`config.mk`:
```
export PLATFORM = sky130hd
export DESIGN_NAME = rbsi_div_cell
export DESIGN_NICKNAME = d
export VERILOG_FILES = /design/src/hdl/rbsi_pkg.sv /design/src/hdl/rbsi_div_cell.sv
export SDC_FILE = /design/constraint.sdc
export NUM_CORES = 1
export LEC_CHECK = 0
export ABC_CLOCK_PERIOD_IN_PS = 3500
export BUFFER_PORTS_ARGS = -buffer_cell sky130_fd_sc_hd__buf_2
export CAP_MARGIN = 10
export CORE_ASPECT_RATIO = 0.6
export CORE_MARGIN = 1
export CORE_UTILIZATION = 30
export CTS_CLUSTER_DIAMETER = 120
export DETAILED_ROUTE_END_ITERATION = 8
export GPL_TIMING_DRIVEN = 0
export PLACE_DENSITY = 0.53
export SLEW_MARGIN = 30
export SYNTH_ARGS = -nofsm -noshare
export SYNTH_HDL_FRONTEND = slang
export SYNTH_SLANG_ARGS = --single-unit
```
`constraint.sdc`:
```
create_clock -name clk_i -period 3.5 [get_ports clk_i]
set_input_delay 0.35 -clock clk_i [delete_from_list [all_inputs] [get_ports clk_i]]
set_output_delay 0.35 -clock clk_i [all_outputs]
set_load 0.01 [all_outputs]
```
`src/hdl/rbsi_pkg.sv`:
```
// shared constants and types for the ray box slab intersect unit
`default_nettype none
package rbsi_pkg;
  localparam int unsigned NumAxes = 3;
  localparam int unsigned QW      = 32;
  localparam int unsigned QuoBits = 50;
  localparam logic signed [QW-1:0] QMin = 32'sh8000_0000;
  localparam logic signed [QW-1:0] QMax = 32'sh7fff_ffff;

  typedef struct packed {
    logic        neg;
    logic [48:0] rem;
    logic [49:0] quo;
    logic [31:0] dmag;
    logic        dzero;
  } div_lane_t;
endpackage
`default_nettype wire

```
`src/hdl/rbsi_div_cell.sv`:
```
// one restoring division step for one slab distance, holding its lane state
`default_nettype none
module rbsi_div_cell (
  input  wire logic                clk_i,
  input  wire logic                en_i,
  input  wire rbsi_pkg::div_lane_t lane_i,
  output rbsi_pkg::div_lane_t      lane_o
);
  import rbsi_pkg::*;
  logic [49:0] trial;
  logic [48:0] rsh;
  logic        bit_in;
  div_lane_t   nxt;

  always_comb begin
    nxt    = lane_i;
    bit_in = lane_i.quo[QuoBits-1];
    rsh    = {lane_i.rem[47:0], bit_in};
    trial  = {1'b0, rsh} - {18'd0, lane_i.dmag};
    nxt.quo = {lane_i.quo[QuoBits-2:0], 1'b0};
    if (!trial[49]) begin
      nxt.rem    = trial[48:0];
      nxt.quo[0] = 1'b1;
    end else begin
      nxt.rem = rsh;
    end
  end

  always_ff @(posedge clk_i) begin
    if (en_i) begin
      lane_o <= nxt;
    end
  end
endmodule
`default_nettype wire

```
Word level (Yosys, flattened, before mapping)
Index checks and enable logic that the tools add are counted.
{ "totals": {"register_bits": 133, "in_bits": 135} }
{ "classes": {"add_sub_neg": 1, "n_mux": 2} }
{ "ops": {"columns": ["cell", "n"], "rows": [
  ["49-bit by 32-bit subtractor with 50-bit output", 1],
  ["49-bit two-way mux", 1],
  ["1-bit two-way mux", 1]
]} }

Longest topological paths before layout
{ "logic_depth": {"word_depth": 2, "depth_mapped": 12, "ltp_nobuf": 11} }

Least setup slack after synthesis
OpenSTA, ideal clock, no wires.
{ "synth_timing": {"kind": "input to register", "from": "in lane_i[23] (netlist name)", "to": "reg lane_o[130] (netlist name) (data pin)", "setup_ns": 0.258, "arrival_time_ns": 2.373, "t_required_ns": 3.242, "path_slack_ns": 0.870, "path_stages": 11, "path_buffers": 1, "cell_sequence": "inv_1 > ha_1 > buf_2 > a21oi_1 > o21ai_0 > a211o_1 > o31ai_2 > o21bai_1 > nor4_4 > nand3_1 > xnor2_1"} }
{ "synth_lines": {"columns": ["item", "line", "source"], "rows": [
  ["start, declared", "rbsi_div_cell.sv:6", "input wire rbsi_pkg::div_lane_t lane_i,"],
  ["end signal, assigned", "rbsi_div_cell.sv:31", "lane_o <= nxt;"],
  ["end, declared", "rbsi_div_cell.sv:7", "output rbsi_pkg::div_lane_t lane_o"]
]} }

==> metrics.md <==
| Metric | Value |
|---|---|
| Outcome | `complete, no violations` |
| Die ar. | `approximately 23000 sq um` |
| Post-synth top cells | `edfxtp_1, nand2_1, o21ai_0` |
| Synthesized area | `~6800 sq um` |
| Core Region | `22100 sq um` |
| Port Buffers | `around 270` |
| PwrDens | `about 520 nW/um^2` |
| Initial Utilization | `0.307` |
| Seq/Total Area, Yosys | `0.588` |
| Max Fanout on Critical Path | `7` |
| First-pass DRT Iterations | `5` |
| Post-synth EDFFs | `between 100 and 150` |
| YS warnings | `0` |
| Vias in the first global route | `5212` |
| Count leader, synth | `edfxtp_1` |
| Top cell type's share of synthesized area | `0.588` |
| # rows | `42` |
| Synth Register Bits | `133` |
| Chip width | `196 um` |
| Top post-synthesis cells by area | `edfxtp_1, ha_1, nand2_1, o21ai_0, xnor2_1` |
| Largest Register | `lane_o` |
| H-tree levels | `4` |
| CP Capture Type | `flop` |
| Placer Congestion | `roughly 0.8` |
| Post-route setup TNS | `0 ns` |
| I/O pin count | `268` |
| Max Freq | `0.335 GHz` |
| Pleak | `between 3 and 4 nW` |
| Overall Power | `4.74 mW` |
| Setup slack at placement | `between 0.05 and 0.06 ns` |
| Top Registers | `lane_o: 133 flops` |
| Hold Buf Count CTS | `0` |
| Multi-input gate area | `about 2500 sq um` |
| Clock transition at path regs | `~0.06 ns` |
| Peak supply drop | `0.344 mV` |
| Antenna violations before repair | `5` |
| Final Max Tran Viols | `0` |
| Hold Path Class | `in -> reg` |
| Startpoint types | `primary input` |
| Largest net degree at the start of global routing | `78` |
| RSZ-0062 raised after global routing | `false` |
| CP required | `3.67 ns` |
| Max reg flops | `approximately 130` |
| Remaining DRCs | `0` |
| GRT overflow | `0` |
| Path type of the worst setup path | `in -> reg` |
| All-layer global routing usage | `0.177` |
| Cell taking the most area after synthesis | `edfxtp_1` |
| Crit path time final | `about 3 ns` |
| Syn Area/Cell | `around 12 sq um` |
| Syn Nets | `740` |
| Post-CTS setup repair buffer count | `0` |
| CP endpoint | `lane_o[129]$_DFFE_PP_` |
| Cells after Synth | `around 570` |
| Worst slew margin | `0.586` |
| Vias per std cell | `between 4 and 5` |
| Worst-Margin Slew | `approximately 0.6 ns` |
| Fillers | `2166` |
| Area Overhead vs Synth | `35.0%` |
| CTS tree | `done` |
| Initial DRC Count | `263` |
| Most used DFF post-synth | `edfxtp_1` |
| Sequential cell area | `roughly 4000 sq um` |
| Final period util | `0.852` |
| First-pass GRT wire length | `between 30000 and 40000 um` |
| Async set-or-reset flop fraction in the synthesized netlist | `0` |
| DRT antenna net count | `0` |
| Routed vias | `roughly 5400` |
| Final worst slack | `approximately 0.52 ns` |
| Clock root cell | `clkbuf_16` |
| Hpwl dp | `between 15000 and 20000 um` |
| Sink Count | `roughly 130` |
| Longest Clk Path Bufs | `2` |
| Detailed-route wire length | `roughly 20000 um` |
| Die height | `119 um` |
| Cell area after layout | `9170 sq um` |
| Crit path launch | `lane_i[1]` |
| Final Net Count | `~1000` |
| CTS resizes | `0` |
| Final Hold Viols | `0` |
| CTS buffer count | `17` |
| Data arrival, critical path | `about 3.2 ns` |
| Drt wl/cell | `~17 um` |
| Final setup vio count | `0` |
| Netlist cell types | `between 60 and 70` |
| Share of layout cells above drive strength 1 | `0.378` |
| Placed instance area | `8540 sq um` |
| Max Cap Viol | `0` |
[kinds of logic after synthesis]
family,count (synthesis),share of synthesized area
fa+ha+maj,33,0.0619
mux,3,0.00590
simple gates,160,0.115
xor+xnor,43,0.0555
compound gates,141,0.137
buf+inv,59,0.0369
flops,133,0.588
[cells in the final DEF, fill, tap and decap left out, types with 5 or more instances in the layout]
cell,Yosys,routed
xor2_1,18,18
nand2b_1,9,9
nand3_1,5,5
edfxtp_1,133,133
nand2_1,74,74
ha_1,32,32
clkbuf_1,6,7
inv_6,0,7
clkbuf_16,0,17
inv_1,38,38
a21o_1,9,9
xnor2_1,25,25
nor3_1,9,9
buf_2,9,274
nand4_1,10,10
nor2_1,25,25
o21ai_0,50,50
a21oi_1,36,36
[critical path: stages]
cell	delay [ns]
buf_2	0.12
ha_1	0.22
fa_1	0.40
nand2b_1	0.18
a21oi_1	0.33
o21ai_0	0.33
a211oi_1	0.43
nor2_1	0.11
o211ai_2	0.39
nor3_1	0.12
xor2_1	0.16
[worst min path at each step]
stage                startpoint               endpoint  slack [ns]  depth (start not counted)
finish               lane_i[51]   lane_o[52]$_DFFE_PP_        0.09                          1
global route         lane_i[69]   lane_o[70]$_DFFE_PP_        0.07                          1
CTS                 lane_i[132]  lane_o[132]$_DFFE_PP_        0.07                          1
detailed placement   lane_i[54]   lane_o[55]$_DFFE_PP_        0.53                          1
global placement     lane_i[64]   lane_o[65]$_DFFE_PP_        0.53                          1
floorplan             lane_i[0]    lane_o[0]$_DFFE_PP_        0.45                          0
[cell type report]
class | instances | area share
Clock buffer | 18 | 0.0468
Tap cell | 308 | 0.0420
Buffer | 20 | 0.0113
Timing Repair Buffer | 267 | 0.149
Sequential cell | 133 | 0.436
Inverter | 39 | 0.0160
Clock inverter | 14 | 0.0205
Antenna cell | 2 | 0.000546
Multi-Input combinational cell | 380 | 0.278
[report_power, final]
part | internal (mW) | switching [mW] | leakage [nW]
registers | 1.95 | 0.0344 | 1.30
clock network | 1.14 | 0.765 | 0.299
logic | 0.345 | 0.500 | 2.28
total | 3.44 | 1.30 | 3.88
[layer usage]
layer | GRT usage | wire [um]
met1 | 0.239 | 9520
met3 | 0.0716 | 1650
met4 | 0.0518 | 210
met2 | 0.257 | 8590
met5 | 0 | 33
[stage by stage]
stage | hold WS (ns) | utilization | cells
floorplan | 0.449 | - | 572
CTS | 0.0674 | 0.414 | 1179
global placement | 0.527 | 0.385 | 1146
detailed placement | 0.528 | 0.386 | 1147
global route | 0.0656 | 0.414 | 1179
finish | 0.0891 | 0.414 | 1181
Note: power is estimated with default switching activity, not from simulation.
